<file path="config.mk">
export PLATFORM = sky130hd
export DESIGN_NAME = ordered_queue_with_position_map_unit
export DESIGN_NICKNAME = d
export VERILOG_FILES = /design/src/design/oqpm_pkg.sv /design/src/design/oqpm_dp.sv /design/src/design/oqpm_ctrl.sv /design/src/design/ordered_queue_with_position_map_unit.sv
export SDC_FILE = /design/constraint.sdc
export NUM_CORES = 1
export LEC_CHECK = 0
export BUFFER_PORTS_ARGS = -buffer_cell sky130_fd_sc_hd__buf_2
export CAP_MARGIN = 20
export CORE_ASPECT_RATIO = 1.1
export CORE_MARGIN = 2
export CORE_UTILIZATION = 30
export CTS_CLUSTER_SIZE = 10
export DETAILED_ROUTE_END_ITERATION = 6
export PLACE_DENSITY = 0.49
export SYNTH_ARGS = -nofsm -noshare
export SYNTH_HDL_FRONTEND = slang
export SYNTH_SLANG_ARGS = --single-unit
</file>
<file path="constraint.sdc">
create_clock -name clk -period 6.3 [get_ports clk]
set_input_delay 0.63 -clock clk [delete_from_list [all_inputs] [get_ports clk]]
set_output_delay 0.63 -clock clk [all_outputs]
set_load 0.005 [all_outputs]
</file>
<file path="src/design/oqpm_pkg.sv">
// ---------------------------------------------------------------------------
// oqpm_pkg
// Shared types and codes for the ordered queue with position map.
// ---------------------------------------------------------------------------
package oqpm_pkg;

  localparam int ID_W     = 6;
  localparam int TGT_W    = 5;
  localparam int OPOS_W   = 6;

  typedef enum logic [1:0] {
    REQ_APPEND,
    REQ_REMOVE,
    REQ_MOVE,
    REQ_QUERY
  } req_t;

  typedef enum logic [2:0] {
    ST_OK,
    ST_NOT_QUEUED,
    ST_UNCHANGED,
    ST_FULL,
    ST_ALREADY
  } status_t;

  typedef struct packed {
    req_t             req_type;
    logic [ID_W-1:0]  item_id;
    logic [TGT_W-1:0] target_pos;
  } in_item_t;

  typedef struct packed {
    status_t           status;
    logic [OPOS_W-1:0] position;
    logic [ID_W-1:0]   moved_id;
    logic              last;
  } out_item_t;

  typedef enum logic [2:0] {
    S_IDLE,
    S_LOOK,
    S_RD,
    S_WR,
    S_FIN
  } state_t;

  typedef enum logic [3:0] {
    RES_NQ,
    RES_ALREADY,
    RES_FULL,
    RES_APPEND,
    RES_QUERY,
    RES_UNCHANGED,
    RES_REMOVE,
    RES_HEAD,
    RES_STEP,
    RES_TAIL
  } res_t;

  typedef struct packed {
    logic take;
    logic look;
    logic append;
    logic rd;
    logic step;
    logic fin;
    logic emit;
    res_t res;
  } cmd_t;

  typedef struct packed {
    req_t req;
    logic in_range;
    logic hit;
    logic full;
    logic same;
    logic down;
    logic up;
    logic more;
    logic out_free;
  } stat_t;

endpackage

</file>
<file path="src/design/oqpm_dp.sv">
// ---------------------------------------------------------------------------
// oqpm_dp
// Datapath: order memory, position table with valid bits, length, walk
// counter and the output register.
// ---------------------------------------------------------------------------
module oqpm_dp #(
  parameter int QUEUE_DEPTH = 32,
  parameter int ID_COUNT    = 64
) (
  input  logic               clk,
  input  logic               rst,
  input  oqpm_pkg::in_item_t in_data,
  input  oqpm_pkg::cmd_t     cmd,
  output oqpm_pkg::stat_t    stat,
  output logic               out_valid,
  input  logic               out_stall,
  output oqpm_pkg::out_item_t out_data
);

  localparam int TBL = (ID_COUNT < 64) ? ID_COUNT : 64;
  localparam int TW  = $clog2(TBL);
  localparam int AW  = $clog2(QUEUE_DEPTH);
  localparam int PW  = $clog2(QUEUE_DEPTH + 1);
  localparam int IW  = oqpm_pkg::ID_W;

  oqpm_pkg::req_t            req_r;
  logic [IW-1:0]             id_r;
  logic [oqpm_pkg::TGT_W-1:0] tgt_r;
  logic [PW-1:0]             len;
  logic [PW-1:0]             pos_r;
  logic [PW-1:0]             t_r;
  logic [PW-1:0]             k;
  logic                      up_r;
  logic [IW-1:0]             carry;

  logic [IW-1:0]             order_mem [QUEUE_DEPTH];
  logic [IW-1:0]             ord_q;
  logic [AW-1:0]             tbl_mem [TBL];
  logic [AW-1:0]             tbl_q;
  logic [TBL-1:0]            vld;
  logic                      vld_q;

  logic                      in_range;
  logic                      hit;
  logic [PW-1:0]             tbl_pos;
  logic [PW-1:0]             pos_c;
  logic [PW-1:0]             t_c;
  logic [TW-1:0]             tidx;
  logic                      out_free;

  logic                      ord_we;
  logic [AW-1:0]             ord_wa;
  logic [IW-1:0]             ord_wd;
  logic                      tbl_we;
  logic                      tbl_set;
  logic [TW-1:0]             tbl_wa;
  logic [AW-1:0]             tbl_wd;

  oqpm_pkg::out_item_t       res_val;
  logic [PW-1:0]             step_pos;

  // lookup
  assign tidx     = id_r[TW-1:0];
  assign in_range = 32'(id_r) < ID_COUNT;
  assign tbl_pos  = PW'(tbl_q);
  assign hit      = in_range && vld_q && (tbl_pos < len);
  assign pos_c    = hit ? tbl_pos : PW'(QUEUE_DEPTH);
  assign t_c      = (32'(tgt_r) >= 32'(len)) ? (len - PW'(1)) : PW'(tgt_r);
  assign out_free = !out_valid || !out_stall;
  assign step_pos = up_r ? (k + PW'(1)) : (k - PW'(1));

  always_comb begin
    stat.req      = req_r;
    stat.in_range = in_range;
    stat.hit      = hit;
    stat.full     = len >= PW'(QUEUE_DEPTH);
    stat.same     = t_c == pos_c;
    stat.down     = pos_c < t_c;
    stat.up       = up_r;
    stat.out_free = out_free;
    if (req_r == oqpm_pkg::REQ_REMOVE) begin
      stat.more = k < len;
    end else if (up_r) begin
      stat.more = k < pos_r;
    end else begin
      stat.more = k <= t_r;
    end
  end

  // memory write selection
  always_comb begin
    ord_we  = 1'b0;
    ord_wa  = '0;
    ord_wd  = '0;
    tbl_we  = 1'b0;
    tbl_set = 1'b1;
    tbl_wa  = '0;
    tbl_wd  = '0;
    if (cmd.append) begin
      ord_we = 1'b1;
      ord_wa = AW'(len);
      ord_wd = id_r;
      tbl_we = 1'b1;
      tbl_wa = tidx;
      tbl_wd = AW'(len);
    end else if (cmd.step) begin
      ord_we = 1'b1;
      ord_wa = up_r ? AW'(k) : AW'(k - PW'(1));
      ord_wd = up_r ? carry : ord_q;
      tbl_we = 1'b1;
      tbl_wa = ord_q[TW-1:0];
      tbl_wd = AW'(step_pos);
    end else if (cmd.fin) begin
      tbl_we = 1'b1;
      tbl_wa = tidx;
      if (req_r == oqpm_pkg::REQ_REMOVE) begin
        tbl_set = 1'b0;
      end else begin
        ord_we = 1'b1;
        ord_wa = up_r ? AW'(pos_r) : AW'(t_r);
        ord_wd = up_r ? carry : id_r;
        tbl_wd = AW'(t_r);
      end
    end
  end

  always_ff @(posedge clk) begin
    if (ord_we) begin
      order_mem[ord_wa] <= ord_wd;
    end
    if (cmd.rd) begin
      ord_q <= order_mem[AW'(k)];
    end
  end

  always_ff @(posedge clk) begin
    if (tbl_we && tbl_set) begin
      tbl_mem[tbl_wa] <= tbl_wd;
    end
    if (cmd.take) begin
      tbl_q <= tbl_mem[in_data.item_id[TW-1:0]];
      vld_q <= vld[in_data.item_id[TW-1:0]];
    end
  end

  always_ff @(posedge clk) begin
    if (rst) begin
      vld <= '0;
    end else if (tbl_we) begin
      vld[tbl_wa] <= tbl_set;
    end
  end

  // request and walk registers
  always_ff @(posedge clk) begin
    if (cmd.take) begin
      req_r <= in_data.req_type;
      id_r  <= in_data.item_id;
      tgt_r <= in_data.target_pos;
    end
    if (cmd.look) begin
      pos_r <= pos_c;
      t_r   <= t_c;
      up_r  <= (req_r == oqpm_pkg::REQ_MOVE) && (t_c < pos_c);
      carry <= id_r;
      k     <= ((req_r == oqpm_pkg::REQ_MOVE) && (t_c < pos_c)) ? t_c : (pos_c + PW'(1));
    end else if (cmd.step) begin
      k <= k + PW'(1);
      if (up_r) begin
        carry <= ord_q;
      end
    end
  end

  always_ff @(posedge clk) begin
    if (rst) begin
      len <= '0;
    end else if (cmd.append) begin
      len <= len + PW'(1);
    end else if (cmd.fin && req_r == oqpm_pkg::REQ_REMOVE) begin
      len <= len - PW'(1);
    end
  end

  // result selection
  always_comb begin
    res_val.status   = oqpm_pkg::ST_OK;
    res_val.position = oqpm_pkg::OPOS_W'(pos_c);
    res_val.moved_id = '0;
    res_val.last     = 1'b1;
    unique case (cmd.res)
      oqpm_pkg::RES_NQ: begin
        res_val.status   = oqpm_pkg::ST_NOT_QUEUED;
        res_val.position = oqpm_pkg::OPOS_W'(QUEUE_DEPTH);
      end
      oqpm_pkg::RES_ALREADY: begin
        res_val.status = oqpm_pkg::ST_ALREADY;
      end
      oqpm_pkg::RES_FULL: begin
        res_val.status   = oqpm_pkg::ST_FULL;
        res_val.position = oqpm_pkg::OPOS_W'(QUEUE_DEPTH);
      end
      oqpm_pkg::RES_APPEND: begin
        res_val.position = oqpm_pkg::OPOS_W'(len);
      end
      oqpm_pkg::RES_QUERY: begin
        res_val.status = oqpm_pkg::ST_OK;
      end
      oqpm_pkg::RES_UNCHANGED: begin
        res_val.status = oqpm_pkg::ST_UNCHANGED;
      end
      oqpm_pkg::RES_REMOVE: begin
        res_val.position = oqpm_pkg::OPOS_W'(pos_r);
      end
      oqpm_pkg::RES_HEAD: begin
        res_val.position = oqpm_pkg::OPOS_W'(t_c);
        res_val.moved_id = id_r;
        res_val.last     = 1'b0;
      end
      oqpm_pkg::RES_STEP: begin
        res_val.position = oqpm_pkg::OPOS_W'(step_pos);
        res_val.moved_id = ord_q;
        res_val.last     = !up_r && (k == t_r);
      end
      oqpm_pkg::RES_TAIL: begin
        res_val.position = oqpm_pkg::OPOS_W'(t_r);
        res_val.moved_id = id_r;
      end
      default: begin
        res_val.status = oqpm_pkg::ST_OK;
      end
    endcase
  end

  always_ff @(posedge clk) begin
    if (rst) begin
      out_valid <= 1'b0;
    end else if (cmd.emit) begin
      out_valid <= 1'b1;
    end else if (!out_stall) begin
      out_valid <= 1'b0;
    end
  end

  always_ff @(posedge clk) begin
    if (cmd.emit) begin
      out_data <= res_val;
    end
  end

  a_len_bound: assert property (@(posedge clk) disable iff (rst)
    len <= PW'(QUEUE_DEPTH))
    else $error("queue length beyond depth");

  a_append_grows: assert property (@(posedge clk) disable iff (rst)
    cmd.append |=> len == $past(len) + PW'(1))
    else $error("append did not grow the queue");

  a_remove_shrinks: assert property (@(posedge clk) disable iff (rst)
    (cmd.fin && req_r == oqpm_pkg::REQ_REMOVE) |=> len == $past(len) - PW'(1))
    else $error("remove did not shrink the queue");

  a_emit_free: assert property (@(posedge clk) disable iff (rst)
    cmd.emit |-> out_free)
    else $error("result written over a waiting beat");

endmodule

</file>
<file path="src/design/oqpm_ctrl.sv">
// ---------------------------------------------------------------------------
// oqpm_ctrl
// Request sequencer: lookup, decision, shift walk and final update.
// ---------------------------------------------------------------------------
module oqpm_ctrl (
  input  logic            clk,
  input  logic            rst,
  input  logic            in_valid,
  output logic            in_stall,
  input  oqpm_pkg::stat_t stat,
  output oqpm_pkg::cmd_t  cmd
);

  oqpm_pkg::state_t state;
  oqpm_pkg::state_t state_next;
  logic             simple;

  assign simple = (stat.req == oqpm_pkg::REQ_APPEND) || (stat.req == oqpm_pkg::REQ_QUERY)
                  || !stat.hit || ((stat.req == oqpm_pkg::REQ_MOVE) && stat.same);

  always_ff @(posedge clk) begin
    if (rst) begin
      state <= oqpm_pkg::S_IDLE;
    end else begin
      state <= state_next;
    end
  end

  always_comb begin
    state_next = state;
    unique case (state)
      oqpm_pkg::S_IDLE: begin
        if (in_valid) state_next = oqpm_pkg::S_LOOK;
      end
      oqpm_pkg::S_LOOK: begin
        if (stat.out_free) state_next = simple ? oqpm_pkg::S_IDLE : oqpm_pkg::S_RD;
      end
      oqpm_pkg::S_RD: begin
        state_next = stat.more ? oqpm_pkg::S_WR : oqpm_pkg::S_FIN;
      end
      oqpm_pkg::S_WR: begin
        if (stat.req == oqpm_pkg::REQ_REMOVE || stat.out_free) state_next = oqpm_pkg::S_RD;
      end
      oqpm_pkg::S_FIN: begin
        if (!(stat.req == oqpm_pkg::REQ_REMOVE || stat.up) || stat.out_free) begin
          state_next = oqpm_pkg::S_IDLE;
        end
      end
      default: state_next = oqpm_pkg::S_IDLE;
    endcase
  end

  always_comb begin
    cmd      = '0;
    cmd.res  = oqpm_pkg::RES_NQ;
    in_stall = state != oqpm_pkg::S_IDLE;
    unique case (state)
      oqpm_pkg::S_IDLE: begin
        cmd.take = in_valid;
      end
      oqpm_pkg::S_LOOK: begin
        if (stat.out_free) begin
          unique case (stat.req)
            oqpm_pkg::REQ_APPEND: begin
              cmd.emit = 1'b1;
              if (!stat.in_range) begin
                cmd.res = oqpm_pkg::RES_NQ;
              end else if (stat.hit) begin
                cmd.res = oqpm_pkg::RES_ALREADY;
              end else if (stat.full) begin
                cmd.res = oqpm_pkg::RES_FULL;
              end else begin
                cmd.res    = oqpm_pkg::RES_APPEND;
                cmd.append = 1'b1;
              end
            end
            oqpm_pkg::REQ_QUERY: begin
              cmd.emit = 1'b1;
              cmd.res  = stat.hit ? oqpm_pkg::RES_QUERY : oqpm_pkg::RES_NQ;
            end
            oqpm_pkg::REQ_REMOVE: begin
              if (!stat.hit) begin
                cmd.emit = 1'b1;
              end else begin
                cmd.look = 1'b1;
              end
            end
            oqpm_pkg::REQ_MOVE: begin
              if (!stat.hit) begin
                cmd.emit = 1'b1;
              end else if (stat.same) begin
                cmd.emit = 1'b1;
                cmd.res  = oqpm_pkg::RES_UNCHANGED;
              end else begin
                cmd.look = 1'b1;
                cmd.emit = stat.down;
                cmd.res  = oqpm_pkg::RES_HEAD;
              end
            end
            default: cmd.emit = 1'b1;
          endcase
        end
      end
      oqpm_pkg::S_RD: begin
        cmd.rd = stat.more;
      end
      oqpm_pkg::S_WR: begin
        if (stat.req == oqpm_pkg::REQ_REMOVE) begin
          cmd.step = 1'b1;
        end else if (stat.out_free) begin
          cmd.step = 1'b1;
          cmd.emit = 1'b1;
          cmd.res  = oqpm_pkg::RES_STEP;
        end
      end
      oqpm_pkg::S_FIN: begin
        if (stat.req == oqpm_pkg::REQ_REMOVE) begin
          cmd.fin  = stat.out_free;
          cmd.emit = stat.out_free;
          cmd.res  = oqpm_pkg::RES_REMOVE;
        end else if (stat.up) begin
          cmd.fin  = stat.out_free;
          cmd.emit = stat.out_free;
          cmd.res  = oqpm_pkg::RES_TAIL;
        end else begin
          cmd.fin = 1'b1;
        end
      end
      default: cmd = '0;
    endcase
  end

  a_take_idle: assert property (@(posedge clk) disable iff (rst)
    cmd.take |=> state == oqpm_pkg::S_LOOK)
    else $error("accepted beat not looked up");

  a_step_after_read: assert property (@(posedge clk) disable iff (rst)
    cmd.rd |=> state == oqpm_pkg::S_WR)
    else $error("order read not followed by write step");

  a_fin_to_idle: assert property (@(posedge clk) disable iff (rst)
    cmd.fin |=> state == oqpm_pkg::S_IDLE)
    else $error("final update did not end the request");

endmodule

</file>
<file path="src/design/ordered_queue_with_position_map_unit.sv">
// ---------------------------------------------------------------------------
// ordered_queue_with_position_map_unit
// Ordered queue of ids with a reverse map from id to position.
//
//   channel  dir  payload     handshake
//   in       in   in_item_t   in_valid / in_stall
//   out      out  out_item_t  out_valid / out_stall
//
// append, query and rejected requests: the input beat is registered with its
// table lookup, the result is registered in the output register from S_LOOK,
// and the next input beat is taken once the unit is back in S_IDLE.
// remove and move walk the order memory one entry at a time, a read (S_RD)
// then a write (S_WR), over the entries from the lower position to the
// higher one (to the end for remove).
// reset clears length and map valid bits at once, no clearing pass.
// a waiting result beat holds each lookup; the walk only when a result is due.
// ---------------------------------------------------------------------------
module ordered_queue_with_position_map_unit #(
  parameter int QUEUE_DEPTH = 32,
  parameter int ID_COUNT    = 64
) (
  input  logic                clk,
  input  logic                rst,
  input  logic                in_valid,
  output logic                in_stall,
  input  oqpm_pkg::in_item_t  in_data,
  output logic                out_valid,
  input  logic                out_stall,
  output oqpm_pkg::out_item_t out_data
);

  oqpm_pkg::cmd_t  cmd;
  oqpm_pkg::stat_t stat;

  oqpm_ctrl u_ctrl (
    .clk      (clk),
    .rst      (rst),
    .in_valid (in_valid),
    .in_stall (in_stall),
    .stat     (stat),
    .cmd      (cmd)
  );

  oqpm_dp #(
    .QUEUE_DEPTH (QUEUE_DEPTH),
    .ID_COUNT    (ID_COUNT)
  ) u_dp (
    .clk       (clk),
    .rst       (rst),
    .in_data   (in_data),
    .cmd       (cmd),
    .stat      (stat),
    .out_valid (out_valid),
    .out_stall (out_stall),
    .out_data  (out_data)
  );

endmodule

</file>
Yosys cells after proc, flatten, opt, wreduce, memory -nomap -nowiden
Memory sizes are Yosys's and may differ from the RTL's. A register that Yosys moved wholly into a read port is not among the register bits.
Cells that the tools add are included.
{"block": "op_classes", "muxes": 95, "n_eq_ne": 22, "magnitude_cmp": 11, "addsub": 5, "n_reduce_logical": 31}
{"op": "6-bit 2-to-1 mux", "n": 21}
{"op": "5-bit 2-to-1 mux", "n": 15}
{"op": "64-bit bitwise mux", "n": 1}
{"op": "1-bit 2-to-1 mux", "n": 36}
{"op": "6-bit case mux with 6 select lines", "n": 1}
{"op": "6-bit < comparator", "n": 4}
{"op": "6-bit by 1-bit adder with 6-bit output (second input constant)", "n": 3}
{"op": "3-bit 2-to-1 mux", "n": 6}
{"op": "3-bit case mux with 5 select lines", "n": 1}
{"op": "5-bit case mux with 3 select lines", "n": 1}
{"op": "6-bit by 7-bit < comparator with 1-bit output (second input constant)", "n": 2}
{"op": "4-bit by 3-bit equality test with 1-bit output (second input constant)", "n": 3}
{"op": "6-bit equality test", "n": 2}
{"op": "3-bit case mux with 4 select lines", "n": 1}
{"op": "4-bit case mux with 3 select lines", "n": 1}
{"op": "6-bit case mux with 2 select lines", "n": 1}
{"op": "6-bit by 1-bit subtractor with 6-bit output (second input constant)", "n": 2}
{"op": "4-bit by 2-bit equality test with 1-bit output (second input constant)", "n": 2}
{"op": "4-bit equality test (second input constant)", "n": 2}
{"op": "2-bit 2-to-1 mux", "n": 4}
{"op": "2-bit by 1-bit inequality test with 1-bit output (second input constant)", "n": 4}
{"op": "1-bit logical AND", "n": 7}
{"op": "1-bit logical OR", "n": 7}
{"op": "1-bit binary-select mux with 6-bit select", "n": 1}
{"op": "25 further kinds", "n": 36}
{"block": "totals", "inputBits": 17, "n_memories": 2, "ff_bits": 129, "ramBits": 512, "output_inout_bits": 18}
{"memory": "u_dp.tbl_mem", "words": 64, "word_bits": 5, "rd": 1, "rd_ports_with_merged_regs": 1, "wr": 1, "line_no": "oqpm_dp.sv:38", "source": "logic [AW-1:0] tbl_mem [TBL];"}
{"memory": "u_dp.order_mem", "words": 32, "word_bits": 6, "rd": 1, "rd_ports_with_merged_regs": 1, "wr": 1, "line_no": "oqpm_dp.sv:36", "source": "logic [IW-1:0] order_mem [QUEUE_DEPTH];"}

Logic depth before layout (Yosys ltp)
Gate-level depths: netlist (run 1).
{"block": "logic_depth", "ltp_word": 15, "ltp_mapped": 18, "ltp_nobuf": 16}

Cells and area by module
Synthesis (run 1) repeated with hierarchy kept, for this count alone.
{"block": "unflattened", "hier_cells": 1855, "area_unflattened_um2": 28966.5}
{"mod": "oqpm_dp", "n_inst": 1, "area_each_um2": 28456.0, "cells_each": 1783}
{"mod": "oqpm_ctrl", "n_inst": 1, "area_each_um2": 510.5, "cells_each": 72}

Worst setup path before layout (run 1)
No wires, ideal clock.
{"block": "synth_path", "path_type": "register to register", "from": "register u_dp.len[3]", "to": "memory u_dp.tbl_mem[0][1] in the netlist's numbering (data pin)", "path_stages_with_launch": 12, "path_buffers": 3, "setup_time_ns": 0.548, "setup_slack_ns": 1.702, "synth_period_minus_slack_ns": 4.598, "t_arrival_ns": 4.049, "cell_sequence": "dfxtp_1 > clkbuf_1 > inv_1 > ha_1 > a211oi_1 > nor3_1 > a21oi_2 > nor2_1 > buf_2 > buf_1 > a221oi_1 > a21oi_1"}
{"block": "synth_between", "elab_chain_cells": 7}
{"element": "from (decl)", "line_no": "oqpm_dp.sv:29", "source": "logic [PW-1:0] len;"}
{"element": "from (signal assigned)", "line_no": "oqpm_dp.sv:179", "source": "len <= len + PW'(1);"}
{"element": "from (signal assigned)", "line_no": "oqpm_dp.sv:181", "source": "len <= len - PW'(1);"}
{"element": "6-bit greater-or-equal comparator or 5-bit by 6-bit < comparator with 1-bit output (tied branches)", "line_no": "oqpm_dp.sv:76, oqpm_dp.sv:66"}
{"element": "1-bit 2-to-1 mux or 1-bit logical AND (tied branches)", "line_no": "oqpm_ctrl.sv:70, oqpm_dp.sv:66"}
{"element": "1-bit 2-to-1 mux *", "line_no": "oqpm_ctrl.sv:68", "source": "end else if (stat.hit) begin"}
{"element": "1-bit 2-to-1 mux *", "line_no": "oqpm_ctrl.sv:63", "source": "unique case (stat.req)"}
{"element": "2-bit 2-to-1 mux *", "line_no": "oqpm_ctrl.sv:62", "source": "if (stat.out_free) begin"}
{"element": "2-bit 2-to-1 mux *", "line_no": "oqpm_ctrl.sv:57", "source": "unique case (state)"}
{"element": "5-bit 2-to-1 mux *", "line_no": "oqpm_dp.sv:99", "source": "if (cmd.append) begin"}
{"element": "net u_dp.tbl_wd[1]", "line_no": "oqpm_dp.sv:57", "source": "logic [AW-1:0] tbl_wd;"}
{"element": "to (decl)", "line_no": "oqpm_dp.sv:38"}
The timed path passes the listed nets; every way through them passes the cells marked *.

==> results.sh, run 1 <==
export IMPL_status="finished, final reports clean"
export IMPL_antenna_found_initial=0
export IMPL_p_int_mw=7.07
export IMPL_end_kind="flip-flop"
export IMPL_seqPwrFrac_pct=52.3
export IMPL_post_drt_wl_per_cell_um=24.7
export IMPL_globalRouteMet3Util_pct=2.68
export IMPL_cts_hold_buf=0
export IMPL_comb_power_share_pct=4.3
export IMPL_grt_pass1_vias=16400
export IMPL_drt_iter0_drc=1594
export IMPL_layout_commonest_cell="edfxtp_1"
export IMPL_dp_final_hpwl_um=49500
export IMPL_cts_resized=0
export IMPL_syn_nets=1824
export IMPL_die_width_um=297
export IMPL_nets=1855
export IMPL_p_sw_share_pct=21.7
export IMPL_final_cell_mix="edfxtp_1 (578), mux4_2 (156), nor2_1 (138), a21oi_1 (106), clkbuf_16 (78)"
export IMPL_switchingPower_mw=1.96
export IMPL_netlist_area_sq_um=28400
export IMPL_finClkSkew_ns=0.0173
export IMPL_core_region_area_sq_um=93900
export IMPL_hp_class="in -> reg"
export IMPL_use_met1_pct=21.0
export IMPL_ys_seq_area_share_pct=66.4
export IMPL_timing_fmax_mhz=210
export IMPL_synth_main_ff_cell="edfxtp_1"
export IMPL_synthArstFlopShare_pct=0
export IMPL_postCtsSetupBuffers=0
export IMPL_grt_total_usage_pct=15.6
export IMPL_period_minus_slack_ns=4.77
export IMPL_required_ns=6.54
export IMPL_rsz0062_at_grt="false"
export IMPL_p_leak_nw=10.3
export IMPL_diodes=0
export IMPL_place_area_sq_um=30000
export IMPL_netlist_top_cells_area="edfxtp_1 (61%), mux4_2 (12%), dfxtp_1 (5.2%)"
export IMPL_busiest_layer="met2"
export IMPL_ant_nets=0
export IMPL_tightest_slew_ns=1.04
export IMPL_clkTransAtPathRegs_ns=0.06
export IMPL_num_rows=118
export IMPL_drive_gt1_share_pct=20.4
export IMPL_yosysWarnings=0
export IMPL_finalInstanceArea_sq_um=32100
export IMPL_finalHoldViolations=0
export IMPL_ys_seq_elements=652
export IMPL_fill_cells=9009
export IMPL_htreeDepth=3
export IMPL_post_synth_top_area_cell="edfxtp_1"
export IMPL_cts_root_buf="clkbuf_16"
export IMPL_synth_top_cell_area_share_pct=61.2
export IMPL_utilization_pct=34.2
export IMPL_drc=0
export IMPL_rr_startpoint="u_dp.len[3]"
export IMPL_clk_latency_ns=0.62
export IMPL_critPathKind="reg -> reg"
export IMPL_grt_max_degree=77
export IMPL_ys_types=83
export IMPL_cp_data_arrival_time_ns=5.01
export IMPL_p_per_area_nw_per_um2=281
export IMPL_wirelength_um=76100
export IMPL_synthCells=1766
export IMPL_clockPowerShare_pct=43.4
export IMPL_first_pass_iters=7
export IMPL_ir_worst_vdd_v=0.000199
export IMPL_whs_ns=0.195
export IMPL_grt_pass1_wl_um=113000
export IMPL_cts_sinks=652
export IMPL_postSynthAreaPerCell_sq_um=16.1
export IMPL_start_kind="flip-flop"
export IMPL_area_delta_synth_final_pct=13.3
export IMPL_start_util_pct=30.2
export IMPL_grt_ovfl_total=0
export IMPL_die_h_um=326
export IMPL_port_buffers=34
export IMPL_use_met2_pct=25.3
export IMPL_cp_max_fo=16
export IMPL_slew_violations=0
export IMPL_finalSetupViolCount=0
export IMPL_power_mw=9.03
export IMPL_die_area_sq_um=97000
export IMPL_ios=35
export IMPL_cts_buffers=77
export IMPL_maxCapViolations=0
export IMPL_synth_edf_count=578
export IMPL_clockBufferDepth=3
export IMPL_cts_tree="yes"
export IMPL_setup_tns_ns=0
export IMPL_via_count=16100
export IMPL_min_from="in_data[4]"
export IMPL_globalplace_congestion=0.870
export IMPL_max_slew_margin_pct=29.9
export IMPL_via_per_inst=5.24
export IMPL_finalCritPeriodShare_pct=75.7
export IMPL_startpoint="u_dp.len[3]"
==> path summary, 6_finish.rpt <==
check,end,cells after the start,slack [ns]
max,u_dp.out_data[1],16,1.53
max reg2reg,u_dp.out_data[1],16,1.53
min reg2reg,u_dp.vld[0],2,0.49
min,u_dp.tgt_r[4],1,0.20
==> power by group through the flow <==
stage	clock [mW]	sequential [mW]	combinational [mW]
after floorplan	0	4.80	0.257
after global placement	0	4.81	0.388
after detailed placement	0	4.81	0.391
after CTS	4.03	4.72	0.391
after global routing	4.19	4.72	0.420
final	3.92	4.72	0.389
==> per-stage QoR <==
step	cells	setup WS [ns]
after global routing	3080	1.20
after global placement	2976	1.58
after floorplan	1766	1.70
after detailed placement	2976	1.60
after CTS	3078	1.56
final	3080	1.53
==> synth_stat cells, types with 14 or more instances <==
library cell and count:
nor2_1 140, o221ai_1 23, edfxtp_1 578, mux4_2 156, mux2i_1 48, xnor2_1 20
a311oi_1 63, ha_1 41, inv_1 42, o21ai_0 34, buf_2 28, nand2_1 77
nand2b_1 15, buf_1 14, dfxtp_1 74, o22ai_1 15, a21oi_1 109, clkbuf_1 72
==> routing by layer <==
layer	part of all wire, %	routed length [um]	vias up
met4	3.0	2310	0
met5	0	0	-
met3	5.5	4220	126
met1	43	32900	8305
li1	-	-	7165
met2	48	36700	535
==> registers in the layout, indices dropped and copies added (netlist names) <==
name / count
u_dp.up_r: 1
u_dp.k: 6
u_dp.len: 6
u_ctrl.state: 3
u_dp.id_r: 6
u_dp.req_r: 2
u_dp.order_mem: 192
u_dp.tbl_mem: 320
u_dp.out_valid: 1
u_dp.vld_q: 1
u_dp.carry: 6
u_dp.pos_r: 6
u_dp.vld: 64
u_dp.ord_q: 6
u_dp.tgt_r: 5
u_dp.tbl_q: 5
u_dp.t_r: 6
u_dp.out_data: 16
==> final cells by class <==
| type | count | area, sq um | share of cell area, % |
|---|---|---|---|
| Clock buffer | 89 | 1990 | 6.20 |
| Inverter | 45 | 169 | 0.526 |
| Sequential cell | 652 | 18800 | 58.6 |
| Clock inverter | 13 | 139 | 0.432 |
| Tap cell | 1260 | 1580 | 4.91 |
| Multi-Input combinational cell | 944 | 8890 | 27.7 |
| Timing Repair Buffer | 77 | 534 | 1.66 |
==> kinds of logic (layout without fill, tap and decap cells) <==
logic type	Yosys count	after routing	synth area share, %
compound gates	349	349	8.76
xor+xnor	22	22	0.679
fa+ha+maj	41	41	1.81
buf+inv	170	224	2.58
flops	652	652	66.4
mux	209	209	14.3
simple gates	323	323	5.47
==> worst max-delay path, cell delays in order (launching register included) <==
cell	delay, ns
dfxtp_1	0.48
inv_1	0.24
ha_1	0.35
a211oi_1	0.28
nor3_1	0.14
a21oi_2	0.40
buf_4	0.31
nand2_1	0.10
inv_1	0.09
ha_1	0.24
a21o_1	0.18
a21o_1	0.17
a211oi_1	0.37
nor3_1	0.10
o21ai_0	0.17
nand2_1	0.09
nand2_1	0.68
(Power assumes the default switching activity.)
==> run 2, diff against run 1 <==
- ABC_AREA: unset -> 1
- PLACE_DENSITY: 0.49 -> 0.5
- clock period: 6.3 -> 4.3 ns (I/O delays scaled with it)
==> results.sh, run 2 <==
export IMPL_status="finished, final reports clean"
export IMPL_largestRegisters="u_dp.tbl_mem (320), u_dp.order_mem (192), u_dp.vld (64)"
export IMPL_nets=2878
export IMPL_timing_fmax_mhz=264
export IMPL_postSynthAreaPerCell_sq_um=10.6
export IMPL_synth_most_common_cell="edfxtp_1"
export IMPL_num_rows=120
export IMPL_netlist_top_cells_area="edfxtp_1 (59%), o21ai_0 (7.3%), nor2_1 (6.9%)"
export IMPL_cts_root_buf="clkbuf_16"
export IMPL_finClkSkew_ns=0.0283
export IMPL_rsz0062_at_grt="false"
export IMPL_ios=35
export IMPL_die_area_sq_um=99800
export IMPL_syn_nets=2809
export IMPL_synth_top_cell_area_share_pct=59.5
export IMPL_start_util_pct=30.1
export IMPL_yosys_top_cells_count="edfxtp_1 (578), nor2_1 (537), o21ai_0 (425), nand2_1 (281), o22ai_1 (167)"
export IMPL_largest_register="u_dp.tbl_mem"
export IMPL_grt_pass1_wl_um=130000
export IMPL_cts_tree="yes"
export IMPL_diodes=0
export IMPL_grt_pass1_vias=20300
export IMPL_cp_top_family="simple AND/OR/NAND/NOR gates"
export IMPL_top_layer_used="met5"
export IMPL_period_minus_slack_ns=3.78
export IMPL_finalHoldViolations=0
export IMPL_slew_violations=0
export IMPL_clk_latency_ns=0.64
export IMPL_area_delta_synth_final_pct=15.6
export IMPL_cts_sinks=652
export IMPL_globalplace_congestion=0.864
export IMPL_clockBufferDepth=3
export IMPL_wirelength_um=85300
export IMPL_ys_seq_area_share_pct=64.5
export IMPL_cp_max_fo=19
export IMPL_htreeDepth=3
export IMPL_drive_gt1_share_pct=11.6
export IMPL_max_slew_margin_pct=36.7
export IMPL_ant_nets=0
export IMPL_netlist_area_sq_um=29200
export IMPL_p_per_area_nw_per_um2=418
export IMPL_postCtsSetupBuffers=0
export IMPL_drt_iter0_drc=1810
export IMPL_post_synth_top_area_cell="edfxtp_1"
export IMPL_final_cell_mix="edfxtp_1 (578), nor2_1 (536), o21ai_0 (419), nand2_1 (281), o22ai_1 (166)"
export IMPL_slowest_delay_ns=0.58
export IMPL_utilization_pct=34.9
export IMPL_ys_types=50
export IMPL_ys_seq_elements=652
export IMPL_synth_edf_count=578
export IMPL_layout_commonest_cell="edfxtp_1"
export IMPL_routed_wl_met2_um=40700
export IMPL_via_per_inst=5.03
export IMPL_cp_num_buf_inv=2
export IMPL_clkTransAtPathRegs_ns=0.06
export IMPL_dp_final_hpwl_um=54200
export IMPL_maxCapViolations=0
export IMPL_synthArstFlopShare_pct=0
export IMPL_cts_buffers=78
export IMPL_grt_ovfl_total=0
export IMPL_grt_total_usage_pct=16.9
export IMPL_core_region_area_sq_um=96800
export IMPL_fill_cells=9747
export IMPL_slowest_stage="o21ai_4"
export IMPL_ir_worst_vdd_v=0.000245
export IMPL_antenna_found_initial=3
export IMPL_finalCritPeriodShare_pct=88.0
export IMPL_drc=0
export IMPL_power_mw=14.1
export IMPL_synthCells=2751
export IMPL_synth_main_ff_cell="edfxtp_1"
export IMPL_tightest_slew_ns=0.943
export IMPL_largest_reg_flops=320
export IMPL_first_pass_iters=6
export IMPL_post_drt_wl_per_cell_um=20.5
export IMPL_required_ns=4.56
export IMPL_hp_class="in -> reg"
export IMPL_die_h_um=331
export IMPL_via_count=20900
export IMPL_cp_data_arrival_time_ns=4.05
export IMPL_yosysWarnings=0
export IMPL_critPathKind="reg -> reg"
export IMPL_die_width_um=301
export IMPL_finalSetupViolCount=0
export IMPL_wl_met3_um=4470
export IMPL_grt_max_degree=117
export IMPL_port_buffers=34
export IMPL_wl_met1_um=38200
export IMPL_p_leak_nw=11.4
export IMPL_end_kind="flip-flop"
export IMPL_start_kind="flip-flop"
export IMPL_crit_chain="inv_1 -> ha_1 -> nand2_1 -> nor2_2 -> nand2_2 -> nand2_4 -> nand3_4 -> o21ai_4 -> nand2_2 -> inv_2 -> nand2_1 -> nor2_1"
[run 2: changes by cell type in the layout (fill, tap and decap cells not counted), moves of 27 or more]
cell / delta
nand3_1: +70
mux4_2: -156
nand2_1: +205
nor3_1: +27
o22ai_1: +155
inv_1: +61
clkbuf_1: +30
o21ai_0: +387
nor2_1: +398
mux2i_1: -48
a21oi_1: -41
a311oi_1: -63
buf_4: +63
[run 2: logic make-up (layout without fill, tap and decap cells)]
group / after synthesis / after routing / synth area share (%)
buffers and inverters: 290 / 411 / 4.17
and+or+nand+nor: 1016 / 1016 / 14.9
DFF: 652 / 652 / 64.5
xor gates and xnor gates: 15 / 15 / 0.450
adders and majority gates: 41 / 41 / 1.76
AOI/OAI and AO/OA: 737 / 737 / 14.2
[run 2: metal layers]
| layer | vias up | GRT usage (%) |
|---|---|---|
| li1 | 9990 | - |
| met1 | 10200 | 23.3 |
| met2 | 569 | 27.9 |
| met3 | 127 | 2.35 |
| met4 | 2 | 4.68 |
| met5 | - | 0 |
[run 2: final cells by class]
cell class	instances	area, sq um	share of cell area [%]
clock inverter	12	233	0.690
timing repair buffer	156	1240	3.67
tap	1281	1600	4.75
clock buffer	120	2120	6.28
inverter	123	477	1.41
sequential	652	18800	55.8
multi-input combinational	1809	9240	27.4
[run 2: worst paths after layout]
kind	start	to	slack (ns)	cells past startpoint
max reg2reg	u_dp.len[2]	u_dp.tbl_mem[12][1]	0.52	12
min reg2reg	u_dp.vld[6]	u_dp.vld[6]	0.46	2
max	u_dp.len[2]	u_dp.tbl_mem[12][1]	0.52	12
min	in_data[10]	u_dp.id_r[5]	0.22	1
[run 2: where the power goes]
group / switching (mW) / internal (mW) / total, mW / leakage [nW]
combinational: 0.734 / 0.283 / 1.02 / 4.48
sequential: 0.0349 / 6.92 / 6.96 / 5.77
clock: 2.61 / 3.54 / 6.15 / 1.12
[run 2: metrics by stage]
stage | std cells | instance area, sq um | worst slack (ns) | hold WS (ns) | TNS [ns]
floorplan | 2751 | 29200 | -0.405 | 0.436 | -51.88
global placement | 4013 | 31300 | 0.537 | 0.446 | 0
detailed placement | 4013 | 31300 | 0.432 | 0.452 | 0
CTS | 4152 | 33700 | 0.432 | 0.180 | 0
global route | 4153 | 33700 | 0.0233 | 0.190 | 0
finish | 4153 | 33700 | 0.515 | 0.222 | 0
[run 2: repair_timing]
item,4_1_cts,5_1_grt
gates resized for setup,0,5
hold buffers,7,0
setup endpoints to repair,0,11
hold endpoints to repair,7,0
==> run 3, diff against run 2 <==
- CELL_PAD_IN_SITES_DETAIL_PLACEMENT: unset -> 0
- CELL_PAD_IN_SITES_GLOBAL_PLACEMENT: unset -> 1
- PLACE_DENSITY: 0.5 -> 0.59
- SLEW_MARGIN: unset -> 20
==> results.sh, run 3 (synthesis gave the netlist of run 2 again) <==
export IMPL_status="finished, final reports clean"
export IMPL_required_ns=4.65
export IMPL_max_slew_margin_pct=32.7
export IMPL_first_pass_iters=6
export IMPL_drive_gt1_share_pct=11.2
export IMPL_whs_path_depth=1
export IMPL_core_region_area_sq_um=96800
export IMPL_grt_pass1_wl_um=133000
export IMPL_utilization_pct=34.7
export IMPL_worst_r2r_setup_slack_ns=0.35
export IMPL_via_count=21400
export IMPL_tightest_slew_ns=1.01
export IMPL_start_kind="flip-flop"
export IMPL_die_area_sq_um=99800
export IMPL_globalRouteMet3Util_pct=2.49
export IMPL_cts_buffers=78
export IMPL_ios=35
export IMPL_cp_top_family="simple AND/OR/NAND/NOR gates"
export IMPL_layout_commonest_cell="edfxtp_1"
export IMPL_die_h_um=331
export IMPL_cts_root_buf="clkbuf_16"
export IMPL_busiest_layer="met2"
export IMPL_die_width_um=301
export IMPL_post_drt_wl_per_cell_um=21.3
export IMPL_drt_iter0_drc=1762
export IMPL_grt_ovfl_total=0
export IMPL_final_cell_mix="edfxtp_1 (578), nor2_1 (536), o21ai_0 (420), nand2_1 (281), o22ai_1 (166)"
export IMPL_timing_fmax_mhz=253
export IMPL_crit_chain="inv_1 -> ha_1 -> nand2_1 -> nor2_2 -> nand2_2 -> nand2_4 -> nand3_4 -> o21ai_4 -> nand3_1 -> nor3_1 -> buf_4"
export IMPL_end_kind="flip-flop"
export IMPL_via_per_inst=5.17
export IMPL_p_per_area_nw_per_um2=420
export IMPL_fill_cells=9722
export IMPL_area_delta_synth_final_pct=15.2
export IMPL_ir_worst_vdd_v=0.000251
export IMPL_cp_num_buf_inv=2
export IMPL_hp_class="in -> reg"
export IMPL_reg2reg_to="u_dp.tbl_mem[59][3]"
export IMPL_use_met2_pct=29.4
export IMPL_cts_tree="yes"
export IMPL_antenna_found_initial=1
export IMPL_p_leak_nw=11.3
export IMPL_period_minus_slack_ns=3.95
export IMPL_min_from="in_data[10]"
export IMPL_ant_nets=0
export IMPL_largestRegisters="u_dp.tbl_mem (320), u_dp.order_mem (192), u_dp.vld (64)"
export IMPL_rr_startpoint="u_dp.len[2]"
export IMPL_nets=2867
export IMPL_drc=0
export IMPL_grt_pass1_vias=21100
export IMPL_clkTransAtPathRegs_ns=0.06
export IMPL_clk_latency_ns=0.65
export IMPL_clockBufferDepth=3
export IMPL_port_buffers=34
export IMPL_dp_final_hpwl_um=56200
export IMPL_rsz0062_at_grt="false"
export IMPL_finalHoldViolations=0
export IMPL_grt_max_degree=98
export IMPL_diodes=0
export IMPL_slew_violations=0
export IMPL_finalCritPeriodShare_pct=91.9
export IMPL_cp_data_arrival_time_ns=4.31
export IMPL_slowest_delay_ns=0.65
export IMPL_use_met1_pct=23.2
export IMPL_cp_max_fo=19
export IMPL_cts_resized=0
export IMPL_reg2reg_depth=11
export IMPL_finalSetupViolCount=0
export IMPL_finClkSkew_ns=0.0333
export IMPL_critPathKind="reg -> reg"
export IMPL_globalplace_congestion=0.863
export IMPL_htreeDepth=3
export IMPL_grt_total_usage_pct=17.5
export IMPL_wirelength_um=88400
export IMPL_start_util_pct=30.1
export IMPL_whs_ns=0.249
export IMPL_largest_register="u_dp.tbl_mem"
export IMPL_slowest_stage="o21ai_4"
export IMPL_cts_sinks=652
export IMPL_maxCapViolations=0
export IMPL_largest_reg_flops=320
export IMPL_hold_end="u_dp.id_r[5]"
export IMPL_num_rows=120
run 3: timing repair:
item | in CTS | in global routing
hold buffers | 7 | 0
hold endpoints to repair | 7 | 0
buffers inserted | 0 | 0
run 3: how the worst max path moves through the flow:
stage / cells after the start / start / end
2_1_floorplan: 8 / u_dp.req_r[0] / u_dp.tbl_mem[0][1]
3_3_place_gp: 11 / u_dp.len[2] / u_dp.tbl_mem[59][3]
3_5_place_dp: 11 / u_dp.len[2] / u_dp.tbl_mem[59][0]
4_1_cts: 11 / u_dp.len[2] / u_dp.tbl_mem[59][0]
5_1_grt: 18 / u_dp.len[2] / u_dp.carry[4]
6_report: 11 / u_dp.len[2] / u_dp.tbl_mem[59][3]
run 3: cell type report:
class / count / area [sq um] / share of cell area, %
Tap cell: 1281 / 1600 / 4.77
Sequential cell: 652 / 18800 / 56.0
Multi-Input combinational cell: 1809 / 9230 / 27.5
Timing Repair Buffer: 145 / 1120 / 3.32
Clock buffer: 121 / 2150 / 6.41
Clock inverter: 11 / 206 / 0.614
Inverter: 123 / 472 / 1.40
run 3: through the flow:
| stage | power, mW | cells | setup slack, ns | cell area (sq um) | setup TNS [ns] |
|---|---|---|---|---|---|
| 4_1_cts | 14.3 | 4142 | 0.436 | 33600 | 0 |
| 5_1_grt | 14.6 | 4142 | 0.0401 | 33600 | 0 |
| 6_report | 14.1 | 4142 | 0.348 | 33600 | 0 |
| 3_5_place_dp | 8.11 | 4003 | 0.433 | 31200 | 0 |
| 3_3_place_gp | 8.10 | 4003 | 0.456 | 31200 | 0 |
| 2_1_floorplan | 7.71 | 2751 | -0.405 | 29200 | -51.88 |
run 3: power by group:
| group | switching, mW | internal [mW] | leakage, nW |
|---|---|---|---|
| combinational | 0.750 | 0.271 | 4.41 |
| sequential | 0.0354 | 6.92 | 5.77 |
| clock | 2.60 | 3.53 | 1.12 |
| total | 3.38 | 10.7 | 11.3 |
run 3: per-layer routing:
| metal | share of wire (%) | vias to the layer above |
|---|---|---|
| li1 | - | 9966 |
| met1 | 44 | 10700 |
| met2 | 48 | 635 |
| met3 | 4.7 | 147 |
| met4 | 3.2 | 0 |
| met5 | 0 | - |
